--- config.mk ---
export PLATFORM = sky130hd
export DESIGN_NAME = i2c_master_bit_sequencer
export DESIGN_NICKNAME = d
export VERILOG_FILES = /design/src/rtl/i2cms_pkg.sv /design/src/rtl/i2c_master_bit_sequencer.sv /design/src/rtl/i2cms_front.sv /design/src/rtl/i2cms_back.sv
export SDC_FILE = /design/constraint.sdc
export NUM_CORES = 1
export LEC_CHECK = 0
export BUFFER_PORTS_ARGS = -buffer_cell sky130_fd_sc_hd__buf_4
export CAP_MARGIN = 40
export CORE_ASPECT_RATIO = 0.75
export CORE_MARGIN = 1
export CORE_UTILIZATION = 61
export CTS_BUF_LIST = sky130_fd_sc_hd__clkbuf_8
export DETAILED_ROUTE_END_ITERATION = 8
export PLACE_DENSITY = 0.82
export RECOVER_POWER = 100
export REMOVE_ABC_BUFFERS = 1
export SETUP_SLACK_MARGIN = 0.2
export SKIP_LAST_GASP = 1
export SYNTH_ARGS = -nofsm -noshare
export SYNTH_HDL_FRONTEND = slang
export SYNTH_SLANG_ARGS = --single-unit
--- constraint.sdc ---
create_clock -name clk_i -period 3 [get_ports clk_i]
set_clock_uncertainty 0.2 [all_clocks]
set_input_delay 0.3 -clock clk_i [delete_from_list [all_inputs] [get_ports clk_i]]
set_output_delay 0.3 -clock clk_i [all_outputs]
set_load 0.03 [all_outputs]
--- src/rtl/i2cms_pkg.sv ---
`timescale 1ns / 1ps
`default_nettype none
// ----------------------------------------------------------------------------
// i2cms_pkg
// Shared types and constants of the i2c master bit sequencer: command codes,
// the queue entry between front and back, and the last slot index per command.
// ----------------------------------------------------------------------------
package i2cms_pkg;

  // command codes on the mode input
  localparam logic [2:0] MODE_START = 3'd0;
  localparam logic [2:0] MODE_STOP  = 3'd1;
  localparam logic [2:0] MODE_WRITE = 3'd2;
  localparam logic [2:0] MODE_READ  = 3'd3;
  localparam logic [2:0] MODE_SACK  = 3'd4;
  localparam logic [2:0] MODE_RACK  = 3'd5;

  // default depth of the request queue between front and back
  localparam int unsigned QUEUE_DEPTH = 2;

  // slot counter width and last slot index of each command
  localparam int unsigned SLOT_W = 5;
  localparam logic [SLOT_W-1:0] LAST_START = 5'd3;
  localparam logic [SLOT_W-1:0] LAST_STOP  = 5'd2;
  localparam logic [SLOT_W-1:0] LAST_WRITE = 5'd23;
  localparam logic [SLOT_W-1:0] LAST_READ  = 5'd24;
  localparam logic [SLOT_W-1:0] LAST_SACK  = 5'd2;
  localparam logic [SLOT_W-1:0] LAST_RACK  = 5'd3;

  // decoded command
  typedef enum logic [2:0] {
    CMD_START,
    CMD_STOP,
    CMD_WRITE,
    CMD_READ,
    CMD_SACK,
    CMD_RACK
  } cmd_e;

  // classified request as it waits in the queue
  typedef struct packed {
    logic       start;       // a legal command is offered
    cmd_e       cmd;
    logic [7:0] shift_init;  // shift register load if the command starts
    logic       sda_in;
  } q_item_t;

endpackage
`default_nettype wire

--- src/rtl/i2c_master_bit_sequencer.sv ---
`timescale 1ns / 1ps
`default_nettype none
// ----------------------------------------------------------------------------
// i2c_master_bit_sequencer
// I2C master bit engine: each request is one bus timing slot that drives
// open-drain SCL/SDA levels or samples SDA, running start, stop, byte and ack
// commands. A decoding front end and a slot sequencer meet at a short queue.
//
//   channel  valid       stall        payload
//   in       in_valid_i  in_stall_o   cmd_valid_i mode_i tx_byte_i
//                                      tx_ack_bit_i sda_in_i
//   out      out_valid_o out_stall_i  scl_out_o sda_out_o busy_res_o
//                                      done_res_o rx_byte_o rx_ack_o
//
// One request per cycle sustained while out_stall_i is low; the sequencer
// registers each slot update, and a request passes through the queue
// storage and then the result register.
// Reset leaves the sequencer idle with both lines released and rx_ack high.
// Output stall holds the result register; the queue absorbs the requests in
// flight and in_stall_o rises only when the queue is full.
// ----------------------------------------------------------------------------
module i2c_master_bit_sequencer #(
  parameter int unsigned QueueDepth = i2cms_pkg::QUEUE_DEPTH
) (
  input  wire logic       clk_i,
  input  wire logic       rst_ni,
  input  wire logic       in_valid_i,
  output logic            in_stall_o,
  input  wire logic       cmd_valid_i,
  input  wire logic [2:0] mode_i,
  input  wire logic [7:0] tx_byte_i,
  input  wire logic       tx_ack_bit_i,
  input  wire logic       sda_in_i,
  output logic            out_valid_o,
  input  wire logic       out_stall_i,
  output logic            scl_out_o,
  output logic            sda_out_o,
  output logic            busy_res_o,
  output logic            done_res_o,
  output logic [7:0]      rx_byte_o,
  output logic            rx_ack_o
);

  logic               q_valid;
  logic               q_pop;
  i2cms_pkg::q_item_t q_item;

  // request decode and queue
  i2cms_front #(
    .Depth (QueueDepth)
  ) u_front (
    .clk_i        (clk_i),
    .rst_ni       (rst_ni),
    .in_valid_i   (in_valid_i),
    .in_stall_o   (in_stall_o),
    .cmd_valid_i  (cmd_valid_i),
    .mode_i       (mode_i),
    .tx_byte_i    (tx_byte_i),
    .tx_ack_bit_i (tx_ack_bit_i),
    .sda_in_i     (sda_in_i),
    .q_valid_o    (q_valid),
    .q_item_o     (q_item),
    .q_pop_i      (q_pop)
  );

  // slot sequencer and result register
  i2cms_back u_back (
    .clk_i       (clk_i),
    .rst_ni      (rst_ni),
    .q_valid_i   (q_valid),
    .q_item_i    (q_item),
    .q_pop_o     (q_pop),
    .out_valid_o (out_valid_o),
    .out_stall_i (out_stall_i),
    .scl_out_o   (scl_out_o),
    .sda_out_o   (sda_out_o),
    .busy_res_o  (busy_res_o),
    .done_res_o  (done_res_o),
    .rx_byte_o   (rx_byte_o),
    .rx_ack_o    (rx_ack_o)
  );

endmodule
`default_nettype wire

--- src/rtl/i2cms_front.sv ---
`timescale 1ns / 1ps
`default_nettype none
// ----------------------------------------------------------------------------
// i2cms_front
// Accepts requests, decodes the offered command and its shift register load,
// and holds classified requests in a short queue for the back end.
// ----------------------------------------------------------------------------
module i2cms_front #(
  parameter int unsigned Depth = i2cms_pkg::QUEUE_DEPTH
) (
  input  wire logic                clk_i,
  input  wire logic                rst_ni,
  input  wire logic                in_valid_i,
  output logic                     in_stall_o,
  input  wire logic                cmd_valid_i,
  input  wire logic [2:0]          mode_i,
  input  wire logic [7:0]          tx_byte_i,
  input  wire logic                tx_ack_bit_i,
  input  wire logic                sda_in_i,
  output logic                     q_valid_o,
  output i2cms_pkg::q_item_t       q_item_o,
  input  wire logic                q_pop_i
);

  localparam int unsigned PtrW = (Depth > 1) ? $clog2(Depth) : 1;
  localparam int unsigned CntW = $clog2(Depth + 1);
  localparam logic [PtrW-1:0] PtrLast = PtrW'(Depth - 1);
  localparam logic [CntW-1:0] CntFull = CntW'(Depth);

  i2cms_pkg::q_item_t            item;
  i2cms_pkg::q_item_t            mem_q [Depth];
  logic [PtrW-1:0]               wr_ptr_q, wr_ptr_d;
  logic [PtrW-1:0]               rd_ptr_q, rd_ptr_d;
  logic [CntW-1:0]               cnt_q, cnt_d;
  logic                          push;

  // classify the offered command
  always_comb begin
    item.start      = cmd_valid_i;
    item.cmd        = i2cms_pkg::CMD_START;
    item.shift_init = 8'h00;
    item.sda_in     = sda_in_i;
    case (mode_i)
      i2cms_pkg::MODE_START: item.cmd = i2cms_pkg::CMD_START;
      i2cms_pkg::MODE_STOP:  item.cmd = i2cms_pkg::CMD_STOP;
      i2cms_pkg::MODE_WRITE: begin
        item.cmd        = i2cms_pkg::CMD_WRITE;
        item.shift_init = tx_byte_i;
      end
      i2cms_pkg::MODE_READ:  item.cmd = i2cms_pkg::CMD_READ;
      i2cms_pkg::MODE_SACK: begin
        item.cmd        = i2cms_pkg::CMD_SACK;
        item.shift_init = {7'b0, tx_ack_bit_i};
      end
      i2cms_pkg::MODE_RACK:  item.cmd = i2cms_pkg::CMD_RACK;
      default:               item.start = 1'b0;
    endcase
  end

  // queue control
  assign in_stall_o = (cnt_q == CntFull);
  assign push       = in_valid_i && !in_stall_o;
  assign q_valid_o  = (cnt_q != '0);
  assign q_item_o   = mem_q[rd_ptr_q];

  always_comb begin
    wr_ptr_d = wr_ptr_q;
    rd_ptr_d = rd_ptr_q;
    cnt_d    = cnt_q;
    if (push) begin
      wr_ptr_d = (wr_ptr_q == PtrLast) ? '0 : wr_ptr_q + 1'b1;
    end
    if (q_pop_i) begin
      rd_ptr_d = (rd_ptr_q == PtrLast) ? '0 : rd_ptr_q + 1'b1;
    end
    if (push && !q_pop_i) begin
      cnt_d = cnt_q + 1'b1;
    end else if (!push && q_pop_i) begin
      cnt_d = cnt_q - 1'b1;
    end
  end

  always_ff @(posedge clk_i or negedge rst_ni) begin
    if (!rst_ni) begin
      wr_ptr_q <= '0;
      rd_ptr_q <= '0;
      cnt_q    <= '0;
    end else begin
      wr_ptr_q <= wr_ptr_d;
      rd_ptr_q <= rd_ptr_d;
      cnt_q    <= cnt_d;
    end
  end

  // queue storage, no reset
  always_ff @(posedge clk_i) begin
    if (push) begin
      mem_q[wr_ptr_q] <= item;
    end
  end

`ifndef NO_ASSERTIONS
  // fill level never exceeds the depth
  assert property (@(posedge clk_i) disable iff (!rst_ni) cnt_q <= CntFull)
    else $error("queue fill level above depth");

  // back end only takes from a non-empty queue
  assert property (@(posedge clk_i) disable iff (!rst_ni) q_pop_i |-> cnt_q != '0)
    else $error("pop from empty queue");

  // a lone push grows the fill level by one
  assert property (@(posedge clk_i) disable iff (!rst_ni)
    (push && !q_pop_i) |=> cnt_q == $past(cnt_q) + 1'b1)
    else $error("push lost in queue");
`endif

endmodule
`default_nettype wire

--- src/rtl/i2cms_back.sv ---
`timescale 1ns / 1ps
`default_nettype none
// ----------------------------------------------------------------------------
// i2cms_back
// Runs one bus slot per queued request: command phase, slot counter, shift
// register and line levels, with the result held in an output register.
// ----------------------------------------------------------------------------
module i2cms_back (
  input  wire logic                clk_i,
  input  wire logic                rst_ni,
  input  wire logic                q_valid_i,
  input  wire i2cms_pkg::q_item_t  q_item_i,
  output logic                     q_pop_o,
  output logic                     out_valid_o,
  input  wire logic                out_stall_i,
  output logic                     scl_out_o,
  output logic                     sda_out_o,
  output logic                     busy_res_o,
  output logic                     done_res_o,
  output logic [7:0]               rx_byte_o,
  output logic                     rx_ack_o
);

  typedef enum logic [2:0] {
    PH_IDLE,
    PH_START,
    PH_STOP,
    PH_WRITE,
    PH_READ,
    PH_SACK,
    PH_RACK
  } phase_e;

  localparam int unsigned SW = i2cms_pkg::SLOT_W;

  phase_e            phase_q, phase_d, ph;
  logic [SW-1:0]     slot_q, slot_d, s;
  logic [1:0]        sub_q, sub_d, sub;
  logic [7:0]        shift_q, shift_d, sh;
  logic [7:0]        rxb_q, rxb_d;
  logic              rxack_q, rxack_d;
  logic              scl_q, scl_d;
  logic              sda_q, sda_d;
  logic              out_valid_q, out_valid_d;
  logic              busy_q, busy_d;
  logic              done_q, done_d;
  logic              cmd_start;
  phase_e            new_phase;

  // last slot index of a command
  function automatic logic [SW-1:0] last_slot(input phase_e p);
    logic [SW-1:0] r;
    case (p)
      PH_START: r = i2cms_pkg::LAST_START;
      PH_STOP:  r = i2cms_pkg::LAST_STOP;
      PH_WRITE: r = i2cms_pkg::LAST_WRITE;
      PH_READ:  r = i2cms_pkg::LAST_READ;
      PH_SACK:  r = i2cms_pkg::LAST_SACK;
      PH_RACK:  r = i2cms_pkg::LAST_RACK;
      default:  r = '0;
    endcase
    return r;
  endfunction

  // take a request when the output register is free or being emptied
  assign q_pop_o = q_valid_i && (!out_valid_q || !out_stall_i);

  // phase a newly accepted command enters
  always_comb begin
    case (q_item_i.cmd)
      i2cms_pkg::CMD_START: new_phase = PH_START;
      i2cms_pkg::CMD_STOP:  new_phase = PH_STOP;
      i2cms_pkg::CMD_WRITE: new_phase = PH_WRITE;
      i2cms_pkg::CMD_READ:  new_phase = PH_READ;
      i2cms_pkg::CMD_SACK:  new_phase = PH_SACK;
      i2cms_pkg::CMD_RACK:  new_phase = PH_RACK;
      default:              new_phase = PH_IDLE;
    endcase
  end

  // one slot of the running command
  always_comb begin
    cmd_start   = (phase_q == PH_IDLE) && q_item_i.start;
    ph          = cmd_start ? new_phase : phase_q;
    s           = cmd_start ? '0 : slot_q;
    sub         = cmd_start ? 2'd0 : sub_q;
    sh          = cmd_start ? q_item_i.shift_init : shift_q;

    phase_d     = phase_q;
    slot_d      = slot_q;
    sub_d       = sub_q;
    shift_d     = shift_q;
    rxb_d       = rxb_q;
    rxack_d     = rxack_q;
    scl_d       = scl_q;
    sda_d       = sda_q;
    busy_d      = busy_q;
    done_d      = done_q;
    out_valid_d = out_valid_q && out_stall_i;

    if (q_pop_o) begin
      out_valid_d = 1'b1;
      busy_d      = 1'b0;
      done_d      = 1'b0;
      if (ph != PH_IDLE) begin
        busy_d  = 1'b1;
        phase_d = ph;
        shift_d = sh;
        case (ph)
          PH_START: begin
            if (s == 5'd0) sda_d = 1'b1;
            else if (s == 5'd1) scl_d = 1'b1;
            else if (s == 5'd2) sda_d = 1'b0;
            else scl_d = 1'b0;
          end
          PH_STOP: begin
            if (s == 5'd0) sda_d = 1'b0;
            else if (s == 5'd1) scl_d = 1'b1;
            else sda_d = 1'b1;
          end
          PH_WRITE: begin
            if (sub == 2'd0) sda_d = sh[7];
            else if (sub == 2'd1) scl_d = 1'b1;
            else begin
              scl_d   = 1'b0;
              shift_d = {sh[6:0], 1'b0};
            end
          end
          PH_READ: begin
            if (s == 5'd0) sda_d = 1'b1;
            else if (sub == 2'd0) scl_d = 1'b1;
            else if (sub == 2'd1) shift_d = {sh[6:0], q_item_i.sda_in};
            else begin
              scl_d = 1'b0;
              if (s == i2cms_pkg::LAST_READ) rxb_d = sh;
            end
          end
          PH_SACK: begin
            if (s == 5'd0) sda_d = sh[0];
            else if (s == 5'd1) scl_d = 1'b1;
            else scl_d = 1'b0;
          end
          PH_RACK: begin
            if (s == 5'd0) sda_d = 1'b1;
            else if (s == 5'd1) scl_d = 1'b1;
            else if (s == 5'd2) rxack_d = q_item_i.sda_in;
            else scl_d = 1'b0;
          end
          default: ;
        endcase
        // slot and bit-phase counters
        slot_d = s + 1'b1;
        if ((ph == PH_READ) && (s == '0)) sub_d = 2'd0;
        else sub_d = (sub == 2'd2) ? 2'd0 : sub + 1'b1;
        if (s == last_slot(ph)) begin
          done_d  = 1'b1;
          phase_d = PH_IDLE;
          slot_d  = '0;
          sub_d   = 2'd0;
        end
      end
    end
  end

  // sequencer state and result register
  always_ff @(posedge clk_i or negedge rst_ni) begin
    if (!rst_ni) begin
      phase_q     <= PH_IDLE;
      slot_q      <= '0;
      sub_q       <= 2'd0;
      shift_q     <= 8'h00;
      rxb_q       <= 8'h00;
      rxack_q     <= 1'b1;
      scl_q       <= 1'b1;
      sda_q       <= 1'b1;
      out_valid_q <= 1'b0;
      busy_q      <= 1'b0;
      done_q      <= 1'b0;
    end else begin
      phase_q     <= phase_d;
      slot_q      <= slot_d;
      sub_q       <= sub_d;
      shift_q     <= shift_d;
      rxb_q       <= rxb_d;
      rxack_q     <= rxack_d;
      scl_q       <= scl_d;
      sda_q       <= sda_d;
      out_valid_q <= out_valid_d;
      busy_q      <= busy_d;
      done_q      <= done_d;
    end
  end

  // results
  assign out_valid_o = out_valid_q;
  assign scl_out_o   = scl_q;
  assign sda_out_o   = sda_q;
  assign busy_res_o  = busy_q;
  assign done_res_o  = done_q;
  assign rx_byte_o   = rxb_q;
  assign rx_ack_o    = rxack_q;

`ifndef NO_ASSERTIONS
  // slot counter stays inside the running command
  assert property (@(posedge clk_i) disable iff (!rst_ni)
    phase_q != PH_IDLE |-> slot_q <= last_slot(phase_q))
    else $error("slot counter beyond command length");

  // idle sequencer keeps its counters cleared
  assert property (@(posedge clk_i) disable iff (!rst_ni)
    phase_q == PH_IDLE |-> (slot_q == '0) && (sub_q == 2'd0))
    else $error("counters not cleared while idle");

  // a finishing slot returns the sequencer to idle
  assert property (@(posedge clk_i) disable iff (!rst_ni)
    (q_pop_o && done_d) |=> phase_q == PH_IDLE && done_q && busy_q)
    else $error("command did not finish");
`endif

endmodule
`default_nettype wire
==> results of run 1 <==
## sequential cells by signal (all words and copies together) (netlist names), 2 cells and up
register / cells
u_back.phase_q: 3
u_back.sub_q: 2
u_back.shift_q: 8
u_front.cnt_q: 2
u_back.rx_byte_o: 8
u_front.mem_q: 26
u_back.slot_q: 5
## through the flow
stage | hold WS [ps] | util, %
4_1_cts | 45.42 | 76.66
5_1_grt | 41.61 | 79.47
3_5_place_dp | 91.32 | 71.31
6_report | 64.22 | 79.47
2_1_floorplan | -195.6 | -
3_3_place_gp | 89.98 | 71.31
## logic make-up (layout without fill, tap and decap cells)
logic type	count (synthesis)	after routing	synth area share [%]
and+or+nand+nor	114	114	15.95
AOI/OAI and AO/OA	88	88	18.13
DFF	62	62	48.93
muxes	29	29	9.226
buffers and inverters	25	89	4.177
xor gates and xnor gates	7	7	1.780
adders and majority gates	5	5	1.816
## timing repair
action                                 4_1_cts  5_1_grt
setup endpoints to repair                   26       29
cloned                                       0        1
endpoints found under the hold margin       36        0
pin swaps                                    0        7
hold buffers                                 3        0
setup buffers                                0        6
gates resized for setup                      7       41
## per-layer routing
metal  wire length (um)  track usage (%)  share of wire (%)  up-vias
li1                   -                -                  -     1333
met1               3780            43.10                 43     1423
met2               4173            44.90                 47      157
met3                671            8.055                7.6       22
met4                211            11.90                2.4        0
met5                  0                0                  0        -
## power by group through the flow
stage                     clock [W]  sequential, W  combinational, W
after floorplan                   0        0.00141           0.00158
after global placement            0        0.00133           0.00243
after detailed placement          0        0.00134           0.00248
after CTS                  0.000844        0.00133           0.00254
after global routing       0.000889        0.00138           0.00316
final                      0.000843        0.00136           0.00295
## worst reg2reg max path: cells and delay by family (launching register included)
kind,cells,cell delay (ps)
and+or+nand+nor,1,320
buffers and inverters,2,400
DFF,1,430
AOI/OAI and AO/OA,5,960
muxes,1,380
## Yosys cell counts, types with 4 or more instances
cell type                  number  area, um2
sky130_fd_sc_hd__clkbuf_1       6      22.52
sky130_fd_sc_hd__o21ai_1       11      55.05
sky130_fd_sc_hd__and2_1        11      68.82
sky130_fd_sc_hd__xnor2_1        4      35.03
sky130_fd_sc_hd__a22oi_1        4      30.03
sky130_fd_sc_hd__buf_2          4      20.02
sky130_fd_sc_hd__o21ai_0       12      60.06
sky130_fd_sc_hd__o22ai_1        4      25.02
sky130_fd_sc_hd__a21oi_1       22      110.1
sky130_fd_sc_hd__nor2_1        26      97.59
sky130_fd_sc_hd__ha_1           5      62.56
sky130_fd_sc_hd__nor4_1         4      25.02
sky130_fd_sc_hd__buf_6          6      67.56
sky130_fd_sc_hd__inv_1          8      30.03
sky130_fd_sc_hd__edfxtp_1      26      780.8
sky130_fd_sc_hd__mux2_2        10      112.6
sky130_fd_sc_hd__nor2b_1        5      31.28
sky130_fd_sc_hd__nand3_1        7      35.03
sky130_fd_sc_hd__dfrtp_1       33      825.8
sky130_fd_sc_hd__mux2i_1       15      150.1
sky130_fd_sc_hd__nand2_1       41      153.9
## final timing paths
check	to	slack [ps]	depth (start not counted)
worst max register to register	u_back.phase_q[0]	160	9
worst max-delay path	u_back.phase_q[0]	160	9
min in group asynchronous	u_back.rx_byte_o[3]	250	2
worst min register to register	u_back.rx_byte_o[4]	290	2
max in group asynchronous	u_back.phase_q[0]	1980	2
worst min-delay path	u_front.mem_q[1][1]	60	2
## final cells by class
type                    instances  area [um2]  area share (%)
clock buffers                   9       123.9           2.896
flip-flops and latches         62        1688           39.47
multi-input cells             243        1790           41.87
inverters                       8       30.03          0.7022
clock inverters                 7       105.1           2.458
well taps                      75       93.84           2.194
repair buffers                 65       445.4           10.42
==> results by stage, run 1 <==
Worst setup path:
- The type of origin of the critical path is a flop.
- The critical path is of the flop to flop type.
- The highest net fanout along the worst path is 5.
- The gate family responsible for the most delay along the worst path is compound AO/OA/AOI/OAI gates.
- At the worst endpoint, the required time is roughly 3000 ps.
- The launch point of the worst path is u_front.rd_ptr_q.
- The biggest cell delay along the critical path is roughly 430 ps.
- The critical path buffer and inverter count is 2.
- The critical register-to-register path startpoint is u_front.rd_ptr_q.
- The slowest stage of the critical path is the sky130_fd_sc_hd__dfrtp_2 cell.
- The signal on the critical path passes through buf_6 -> mux2_2 -> o211ai_1 -> o22ai_2 -> nor4_2 -> o221ai_2 -> a2111oi_4 -> buf_4 -> o31ai_1.
- The data arrival time of the worst path is approximately 2800 ps.
- STA classifies the critical path endpoint as a flop.

Die:
- In this run the horizontal extent of the chip is approximately 89 um.
- The die covers 5955 um2.
- The number of rows in the core area is 23.
- The number of top-level design ports is 33.
- The die outline height is 67.08 um.
- The floorplan step defined a core boundary enclosing 5381 um2.
- The starting density of the core is between 60% and 70%.

Power:
- The fraction of power consumed by sequential logic is 26.4%.
- In this run the power density over the cells is 1204 nW/um2.
- The share of power burned in combinational logic is between 50% and 60%.
- The analysis attributes to net switching a power of about 0.0023 W.
- The final total power is around 0.0051 W.
- The static power due to leakage is around 1.7 nW.
- VDD sags by at most 0.5568 mV.
- The share of total power dissipated in the clock network is ~16%.
- The switching share of power is between 40 and 50%.
- The internal power component is between 0.002 and 0.003 W.

Status:
- The flow ran to the end, and the final reports show no timing, DRC or antenna violations.

Yosys:
- The number of standard cells after synthesis is 330.
- The Yosys step of the flow raised 0 warnings.
- The register bit count reported by yosys is just over 60.
- Sequential cells were found to cover between 40% and 50% of the synthesized design area.
- In this run the cell area of the synthesized design comes to around 3400 um2.
- The synthesized area per cell is roughly 10 um2.
- The share of async-settable or async-resettable flops after synthesis is 58.06%.
- For this run, the leading register cell type out of synthesis is sky130_fd_sc_hd__dfrtp_1.
- The count of different cell masters after synthesis is 62.
- The number of synthesized flops with an enable pin is 26.

Global routing:
- The number of antenna violations at the first check in global routing came to 0.
- The total grt overflow is 0.
- The number of global-route vias before repair was 2,558.
- Global routing used 30.59% of the available tracks.
- The pin count of the biggest net entering global routing is 37.
- The wire length of the first global-routing pass is around 13 mm.

Hold path:
- The hold path startpoint is mode_i[0].
- The tightest min-delay check is of the input port to flop type.

Detailed routing:
- The first TritonRoute pass finished after 6 iterations.
- The DRC marker count from the first detailed-route iteration is about 350.
- The post-route antenna net violation count is 0.
- The residual DRC count is 0.
- The total via count after detailed routing is just under 3,000.
- The via density per instance is around 6.3.
- The wire length reported by the detailed router is slightly below 9 mm.
- Dividing the detail-routed wire length by the instance count gives roughly 19 um.

Clock tree:
- TritonCTS built the clock tree.
- The clock transition at the register clock pins on the worst setup and hold paths after CTS is 80 ps.
- The buffer type at the clock tree root is sky130_fd_sc_hd__clkbuf_8.
- The H-tree generated during clock tree synthesis spans 3 levels.
- Clock latency on the worst-skew pair, taken at its later pin, is ~340 ps.
- The clock sink total is 62.
- The number of clock buffers inserted by TritonCTS is 9.
- The deepest clock path buffer count is 2.

Place:
- The post-detailed-placement cell area is roughly 3800 um2.
- The number of placed cells counting well taps is about 440.
- The wire-length estimate of the detail-placed layout is 5.508 mm.
- The number of port buffers is 32.
- Timing analysis after detailed placement gives a worst setup slack of about 31 ps.
- The final weighted congestion in routability-driven placement is a little over 0.9.

Finish:
- The post-route netlist has about 28% of its cells at a drive strength greater than 1.
- The cell area after layout is 4277 um2.
- The net count of the finished layout is 412.
- The most common cell after layout, fill and taps aside is sky130_fd_sc_hd__nand2_1.
- The finished layout holds roughly 470 standard cells, fillers aside.
- Relative to the synthesized area, the layout overhead comes to 24.16%.
- The fill cell total of the finished layout is around 350.
- The repair_antennas step left the layout with diodes totalling 0.
- The top cell types in the final layout, fill and taps aside, are sky130_fd_sc_hd__nand2_1, sky130_fd_sc_hd__buf_4, sky130_fd_sc_hd__dfrtp_1.

STA:
- At the pin with the least slew margin, the transition time is just over 700 ps.
- The count of final hold-check violations is 0.
- The worst path setup slack after routing is approximately 160 ps.
- The final max-slew violation count is 0.
- The worst slew margin relative to its limit is a little over half.
- The setup-violating endpoint count in the final report is 0.
- The final worst-path cycle share is a little over nine tenths.
- The upper clock frequency limit is 0.3523 GHz.
- Setup total negative slack on the finished layout was measured at 0 ps.
- The smallest clock period supported by the final layout is computed as around 2800 ps.
- Setup repair after global routing could not meet its margin everywhere.

Flow run:
- Across the run, the number of max-cap violations was 0.
No activity file was read; power rests on OpenSTA's default activity.
==> run 2: changes to the inputs <==
- ABC_AREA: unset -> 1
- CORE_UTILIZATION: 61 -> 62
- PLACE_DENSITY: 0.82 -> 0.83
==> run 2 against run 1 <==
Net effect: non-clock buffer count down 18; cell area decreased by 2.5%; the flow now finishes with violations (max-capacitance violations, max-slew violations); wire length shrank 4.3%; sequential cell count unchanged; cell count grew 26%; core utilization fell by 3.6 points; highest routed layer unchanged; via count rose by 9.7%; largest cell class is now flip-flops and latches; global-route usage shrank 0.87 points; worst hold slack gained 13 ps.
==> results by stage, run 2 <==
Place:
- The final weighted congestion in routability-driven placement is around 0.92.
- At the placement stage, the worst setup path has a slack of approximately 270 ps.
- Input and output buffers added on the ports amount to 32.
- The number of placed cells counting well taps is approximately 570.
- The post-detailed-placement half-perimeter wirelength is just under 6 mm.

Clock tree:
- Counting the buffers created by CTS gives 9.
- The clock sink total is between 60 and 70.
- The deepest clock path buffer count is 2.
- TritonCTS built the clock tree.
- The H-tree depth is 3.
- After clock tree synthesis, the clock-pin slew on the worst setup and hold paths is approximately 70 ps.
- The clock insertion delay at the later pin of the skew report is about 350 ps.
- The buffer type at the clock tree root is sky130_fd_sc_hd__clkbuf_8.

Worst setup path:
- STA classifies the critical path startpoint as a flop.
- The nature of the critical path endpoint is a flop.
- The highest net fanout along the worst path is 16.
- The required time of the worst setup path is between 3000 and 4000 ps.
- The worst setup path is of the flop to flop kind.
- The data arrival time of the worst path is about 2800 ps.

Yosys:
- The library cell with the highest instance count after synthesis is sky130_fd_sc_hd__nand2_1.
- The number of standard cells after synthesis is 462.
- The synthesized-area fraction occupied by and/or/nand/nor cells is 30.10%.
- Summing the sequential cell areas from Yosys gives between 40% and 50% of the chip area.
- For this run, the leading register cell type out of synthesis is sky130_fd_sc_hd__dfrtp_1.
- The synthesized area per cell is approximately 7.9 um2.
- The number of synthesized flops with an enable pin is 26.
- The synthesized netlist devotes approximately 1.2% of its cell area to XOR and XNOR gates.
- The cell type with the largest total area after synthesis is sky130_fd_sc_hd__dfrtp_1.
- The synthesized netlist devotes about 1.7% of its cell area to adder and majority cells.
- After synthesis, the cell types taking the most area are sky130_fd_sc_hd__dfrtp_1, sky130_fd_sc_hd__edfxtp_1, sky130_fd_sc_hd__nand2_1.
- The share of the synthesized area in the top cell type is about 23%.
- The count of different cell masters after synthesis is 37.
- The combinational family with the most area after synthesis is simple AND/OR/NAND/NOR gates.
- The area of the mapped netlist is approximately 3600 um2.
- By count the netlist is led by sky130_fd_sc_hd__nand2_1, sky130_fd_sc_hd__inv_1, sky130_fd_sc_hd__nor2_1.
- The count of warnings emitted by yosys is 0.
- Of all flip-flops after synthesis, the portion carrying an async set or reset was between 50% and 60%.
- The complex-gate fraction of the synthesized area is between 10 and 15%.
- After synthesis the netlist holds a flip-flop and latch count of 62.
- Of the post-synthesis cell area, the part taken by muxes is less than 1%.

Status:
- The checks that failed: max-capacitance violations, max-slew violations.
- The run finished, with violations left.

Power:
- The clock power share is between 15 and 20%.
- After layout, the design draws a total of slightly below 0.005 W.
- The net switching component of the power is between 0.002 and 0.0025 W.
- In this run the power density over the cells is approximately 1200 nW/um2.
- In this run, flip-flops and latches consume 26.2% of the power.
- Internal power comes to ~0.0025 W.
- Across the VDD grid, the largest voltage drop is between 0.7 and 0.8 mV.
- The switching share of power is 49.15%.
- Summed over all cells, the static leakage comes to roughly 2 nW.
- Per report_power, the combinational group accounts for 57.7% of the total.

STA:
- The count of final hold-check violations is 0.
- The worst path setup slack after routing is between 200 and 300 ps.
- The worst pin sits at a relative slew slack of -34.19%.
- Setup violations remaining at the end of the flow were counted as 0.
- The upper clock frequency limit is 0.3679 GHz.
- The final critical path time including I/O delays and setup is ~2700 ps.
- Setup repair after global routing left no endpoint under its margin.
- For the pin with the worst max-slew slack, the measured transition is 2013 ps.
- The final max-slew violation count came to 37.
- Of the available clock period, the critical path in the final layout requires 90.61%.

Die:
- Row generation in the floorplan step produced 23 rows.
- The floorplan step set the die width to between 90 and 100 um.
- The die covers between 6000 and 7000 um2.
- The number of top-level design ports is 33.
- Measured along the y axis, the die boundary spans about 68 um.
- The core region is about 5500 um2.
- For this configuration, the core starts out at a cell density of between 60% and 70%.

Finish:
- The fill cell total of the finished layout is 427.
- The count of antenna diodes in the layout is 0.
- The net count of the finished layout is around 530.
- The non-filler instance count after layout is roughly 590.
- The number of flip-flops under the largest register name is 26.
- For this run, the share of the core covered by cells in the final layout is between 70% and 80%.
- In the layout the commonest cells are sky130_fd_sc_hd__nand2_1, sky130_fd_sc_hd__inv_1, sky130_fd_sc_hd__nor2_1.
- Compared with the post-synthesis result, the final layout area differs by 14.34%.
- u_front.mem_q holds more flip-flops than any other register.
- Cells with a size suffix above 1 make up 16.93% of the layout.
- The library cell used most frequently in the layout, excluding fill and tap cells, is sky130_fd_sc_hd__nand2_1.

Detailed routing:
- In the final routed layout, each cell accounts on average for between 10 and 15 um.
- The total iterations of the first detailed-routing run is 5.
- Once detail routing completed, the nets flagged for antenna violations numbered 0.
- The wire length reported by the detailed router is ~8.5 mm.
- The final route contains between 3,000 and 4,000 vias.
- The first routing iteration left 206 violations.
- The residual DRC count is 0.
- The via density per instance is between 5 and 6.

Hold path:
- The path class of the tightest hold or removal check is input port to flop.

Global routing:
- Across every metal layer, demand over resource in global routing totals ~30%.
- The pin count of the biggest net entering global routing is 37.
- The number of global-route vias before repair is ~3,100.
- The number of antenna violations at the first check in global routing is 0.
- The first global-routing pass estimated between 10 and 15 mm of wire.
- For met2 alone, demand over resource in global routing was 51.80%.
- The global routing usage on met1 is a little over a third.
- The met3 track demand over resource in global routing is under 10%.
- The total grt overflow is 0.
- The peak-usage layer in the global routing report is met2.

Flow run:
- The total of max-cap violations is 1.
==> run 2: cell count changes after synthesis, sizes merged, moves of 5 or more <==
cell | previous run | this run
nor2b | 5 | 0
mux2i | 16 | 1
and2 | 11 | 0
or2 | 1 | 8
nand2 | 41 | 138
inv | 8 | 63
nor2 | 27 | 54
clkbuf | 6 | 1
nand3 | 7 | 34
mux2 | 13 | 0
o21ai | 26 | 36
==> run 2: metrics by stage <==
step	TNS, ps	instance area (um2)	hold slack, ps
2_1_floorplan	-180.1	3545	-195.6
4_1_cts	0	4205	60.92
5_1_grt	0	4169	61.23
6_report	0	4169	76.81
3_3_place_gp	0	3961	83.54
3_5_place_dp	0	3961	86.99
==> run 2: critical path: stages (launching register included) <==
cell and delay (ps):
sky130_fd_sc_hd__dfrtp_1 470, sky130_fd_sc_hd__inv_6 110, sky130_fd_sc_hd__nand2_2 70, sky130_fd_sc_hd__nand2_2 60, sky130_fd_sc_hd__nor2_1 410, sky130_fd_sc_hd__nor2_4 70
sky130_fd_sc_hd__inv_1 80, sky130_fd_sc_hd__nand2_2 110, sky130_fd_sc_hd__nand3_2 140, sky130_fd_sc_hd__buf_4 190, sky130_fd_sc_hd__inv_1 140, sky130_fd_sc_hd__nor2_1 320
sky130_fd_sc_hd__nand2_1 90, sky130_fd_sc_hd__a31oi_1 180
==> run 2: final cells by class <==
class / count / area (um2) / share of cell area (%)
Clock buffer: 9 / 123.9 / 2.971
Clock inverter: 7 / 90.09 / 2.161
Inverter: 63 / 241.5 / 5.792
Multi-Input combinational cell: 326 / 1645 / 39.47
Sequential cell: 62 / 1685 / 40.43
Tap cell: 75 / 93.84 / 2.251
Timing Repair Buffer: 47 / 289.0 / 6.933
==> run 2: worst paths after layout <==
kind	end	depth (start not counted)	slack [ps]	startpoint
worst max register to register	u_back.shift_q[6]	13	280	u_front.rd_ptr_q
max in group asynchronous	u_back.slot_q[2]	2	550	rst_ni
worst min-delay path	u_front.mem_q[0][10]	2	80	mode_i[2]
worst min register to register	u_back.sda_out_o	2	280	u_back.sda_out_o
min in group asynchronous	u_back.shift_q[5]	2	880	rst_ni
worst max-delay path	u_back.shift_q[6]	13	280	u_front.rd_ptr_q
==> run 2: power groups by stage <==
stage | combinational (W) | sequential (W) | clock [W]
2_1_floorplan | 0.00197 | 0.00135 | 0
3_3_place_gp | 0.00271 | 0.00129 | 0
3_5_place_dp | 0.00276 | 0.00130 | 0
4_1_cts | 0.00278 | 0.00129 | 0.000814
5_1_grt | 0.00319 | 0.00132 | 0.000844
6_report | 0.00286 | 0.00129 | 0.000798
==> run 2: cells by family after synthesis <==
logic type      Yosys count
compound gates           70
xor+xnor                  5
fa+ha+maj                 5
buf+inv                  76
flops                    62
mux                       1
simple gates            243
==> run 2: layer usage <==
metal / share of wire [%] / routed length [um] / up-vias
li1: - / - / 1580
met1: 42 / 3593 / 1494
met2: 48 / 4056 / 127
met3: 7.0 / 589 / 18
met4: 2.6 / 216 / 0
met5: 0 / 0 / -
==> run 2: repair_timing <==
item                                   in CTS  in global routing
buffers inserted                            0                  1
resized for setup                           0                  7
setup endpoints to repair                   0                 26
hold buffers                                3                  0
endpoints found under the hold margin      36                  0
==> run 3: changes to the inputs <==
- PLACE_DENSITY: 0.83 -> 0.88
==> run 3 against run 2 <==
Net effect: maximum frequency grew 0.15%; sequential cell count is the same; the flow now finishes without violations; non-clock buffer count shrank 2; worst hold slack lost 1.9 ps; critical path depth is the same; clock power grew 10%; via count grew 1.6%.
==> results by stage, run 3 (synthesis results as in run 2) <==
Power:
- The internal power component is between 0.002 and 0.003 W.
- The worst-case vdd ir drop is around 0.64 mV.
- The net switching component of the power is around 0.0025 W.
- Summed over all cells, the static leakage comes to ~2.0 nW.
- The share of power burned in combinational logic is approximately 57%.
- The areal power density over the cells is 1223 nW/um2.
- The clock network is responsible for ~17% of the overall power.
- Per report_power, the sequential group accounts for between 20% and 30% of the total.
- Total power for the finished layout comes to 0.005088 W.
- The switching share of power is 48.38%.

STA:
- The final critical path time including I/O delays and setup is ~2700 ps.
- The worst slew margin relative to its limit is between 40% and 50%.
- Setup violations remaining at the end of the flow were counted as 0.
- Hold is met by 74.94 ps.
- The count of final hold-check violations is 0.
- Summed over all failing endpoints, the final setup total negative slack is 0 ps.
- The final max-slew violation count was 0.
- The final worst-path cycle share is ~90%.
- At the pin with the least slew margin, the transition time is around 870 ps.
- Setup repair after global routing could not meet its margin everywhere.
- The upper clock frequency limit is around 0.37 GHz.

Finish:
- The most common cell after layout, fill and taps aside is sky130_fd_sc_hd__nand2_1.
- The share of final-layout standard cells stronger than drive strength 1 is approximately 16%.
- The number of flip-flops under the largest register name is 26.
- 0 antenna diodes ended up in the layout.
- Leaving out fill and tap cells, the most frequent cells in the layout are sky130_fd_sc_hd__nand2_1, sky130_fd_sc_hd__inv_1, sky130_fd_sc_hd__nor2_1.
- In the final design database the tool counted ~530 nets.
- The final core utilization is 75.71%.
- Counting the fill cells in the layout gives 429.
- The register with the most flip-flops in the final layout is u_front.mem_q.
- From synthesis to final layout, the design area changed by 14.14%.

Die:
- Row generation in the floorplan step produced 23 rows.
- The total area inside the core boundary comes to about 5500 um2.
- During I/O placement, the number of pins put on the boundary was 33.
- In this run the horizontal extent of the chip is just over 90 um.
- Once the floorplan was initialized, standard cells occupied about two thirds of the core.
- The die outline height is between 60 and 70 um.
- The die covers between 6000 and 7000 um2.

Clock tree:
- The deepest clock path buffer count is 2.
- The tree is rooted in a sky130_fd_sc_hd__clkbuf_8.
- Clock tree synthesis inserted a total of 9 buffers.
- The TritonCTS clock tree is yes.
- CTS saw 62 sinks.
- In this run the number of H-tree levels came out at 3.
- The clock transition at the register clock pins on the worst setup and hold paths after CTS is roughly 70 ps.
- The clock insertion delay at the later pin of the skew report is 340 ps.

Place:
- The final weighted congestion in routability-driven placement is between 0.8 and 0.9.
- Buffers placed on the I/O ports in this run total 32.
- Detailed placement ended at an HPWL of 6.199 mm.

Status:
- The flow ran to the end, and the final reports show no timing, DRC or antenna violations.

Detailed routing:
- The via density per instance is between 5 and 6.
- The total via count after detailed routing is between 3,000 and 4,000.
- The wire length reported by the detailed router is just under 9 mm.
- The pre-antenna-repair detailed-routing pass consisted of 5 iterations.
- The routed length per placed instance is 15.05 um.
- The count of nets left with antenna violations once routing finished came out at 0.
- The residual DRC count is 0.
- The DRC marker count from the first detailed-route iteration is 313.

Global routing:
- The overall track demand over capacity in global routing is 30.96%.
- The total grt overflow is 0.
- The number of antenna violations at the first check in global routing is 0.
- The number of global-route vias before repair is between 3,000 and 4,000.
- The first global-routing pass estimated roughly 15 mm of wire.
- Entering global routing, the biggest net connects 37 pins.

Hold path:
- The path type of the worst min-delay path is input port to flop.

Worst setup path:
- Data on the critical path arrives at its endpoint at about 2800 ps.
- The worst setup path is of the flop to flop kind.
- The nature of the critical path endpoint is a flop.
- The required time of the worst setup path is 3060 ps.
- Along the worst path, the maximum fanout reaches 14.
- The worst setup path is launched from a flop.

Flow run:
- The total of max-cap violations is 0.
## run 3: cell count changes in the layout (fill, tap and decap cells not counted), moves of 2 or more
cell and change:
sky130_fd_sc_hd__buf_4 -3, sky130_fd_sc_hd__nor2_1 -3, sky130_fd_sc_hd__o21ai_0 +3, sky130_fd_sc_hd__o21ai_2 -3, sky130_fd_sc_hd__buf_6 +2, sky130_fd_sc_hd__clkinv_2 -2
sky130_fd_sc_hd__nand2_2 -2, sky130_fd_sc_hd__nor2_2 +2
## run 3: power by group through the flow
stage	combinational [W]	clock, W	sequential, W
after floorplan	0.00197	0	0.00135
after global placement	0.00270	0	0.00129
after CTS	0.00283	0.000887	0.00129
final	0.00291	0.000878	0.00130
after global routing	0.00324	0.000920	0.00132
after detailed placement	0.00281	0	0.00130
## run 3: per-layer routing
layer,GRT usage [%],up-vias,share of wire [%]
li1,-,1575,-
met1,38.06,1522,42
met2,54.64,160,49
met3,8.111,14,7.5
met4,9.476,0,1.2
met5,0,-,0
## run 3: worst paths after layout
kind	start	endpoint	slack, ps	cells after the start
min	mode_i[2]	u_front.mem_q[0][10]	70	2
min in group asynchronous	rst_ni	u_back.rx_byte_o[1]	270	2
max in group asynchronous	rst_ni	u_front.rd_ptr_q	1970	2
min reg2reg	u_back.scl_out_o	u_back.scl_out_o	270	2
max reg2reg	u_back.phase_q[1]	u_back.shift_q[4]	290	13
max	u_back.phase_q[1]	u_back.shift_q[4]	290	13
## run 3: what timing repair did
item                                    4_1_cts  5_1_grt
hold buffers                                  3        0
setup buffers                                 0        1
endpoints found under the setup margin        0       28
endpoints found under the hold margin        36        0
gates resized for setup                       0       10
## run 3: through the flow
stage	instance area (um2)	std cells	setup WS, ps
6_report	4161	585	285.5
5_1_grt	4161	585	101.2
4_1_cts	4215	584	213.2
3_5_place_dp	3946	565	228.0
3_3_place_gp	3946	565	318.4
2_1_floorplan	3545	449	-24.32
## run 3: final cells by class
type / instances / area, um2 / area share (%)
Clock buffer: 10 / 137.6 / 3.307
Clock inverter: 6 / 101.3 / 2.435
Inverter: 63 / 241.5 / 5.803
Multi-Input combinational cell: 324 / 1615 / 38.82
Sequential cell: 62 / 1687 / 40.53
Tap cell: 75 / 93.84 / 2.255
Timing Repair Buffer: 45 / 285.3 / 6.855
## run 3: worst max-delay path, cell delays in order, from the launching register on
cell and delay, ps:
sky130_fd_sc_hd__dfrtp_1 430, sky130_fd_sc_hd__inv_1 90, sky130_fd_sc_hd__nand3_1 140, sky130_fd_sc_hd__nor2_4 230, sky130_fd_sc_hd__buf_6 190, sky130_fd_sc_hd__nand2_1 70
sky130_fd_sc_hd__nor2_1 190, sky130_fd_sc_hd__nor2_4 90, sky130_fd_sc_hd__nand3_2 120, sky130_fd_sc_hd__buf_4 190, sky130_fd_sc_hd__inv_1 110, sky130_fd_sc_hd__nor2_1 320
sky130_fd_sc_hd__nand2_1 90, sky130_fd_sc_hd__a31oi_1 180
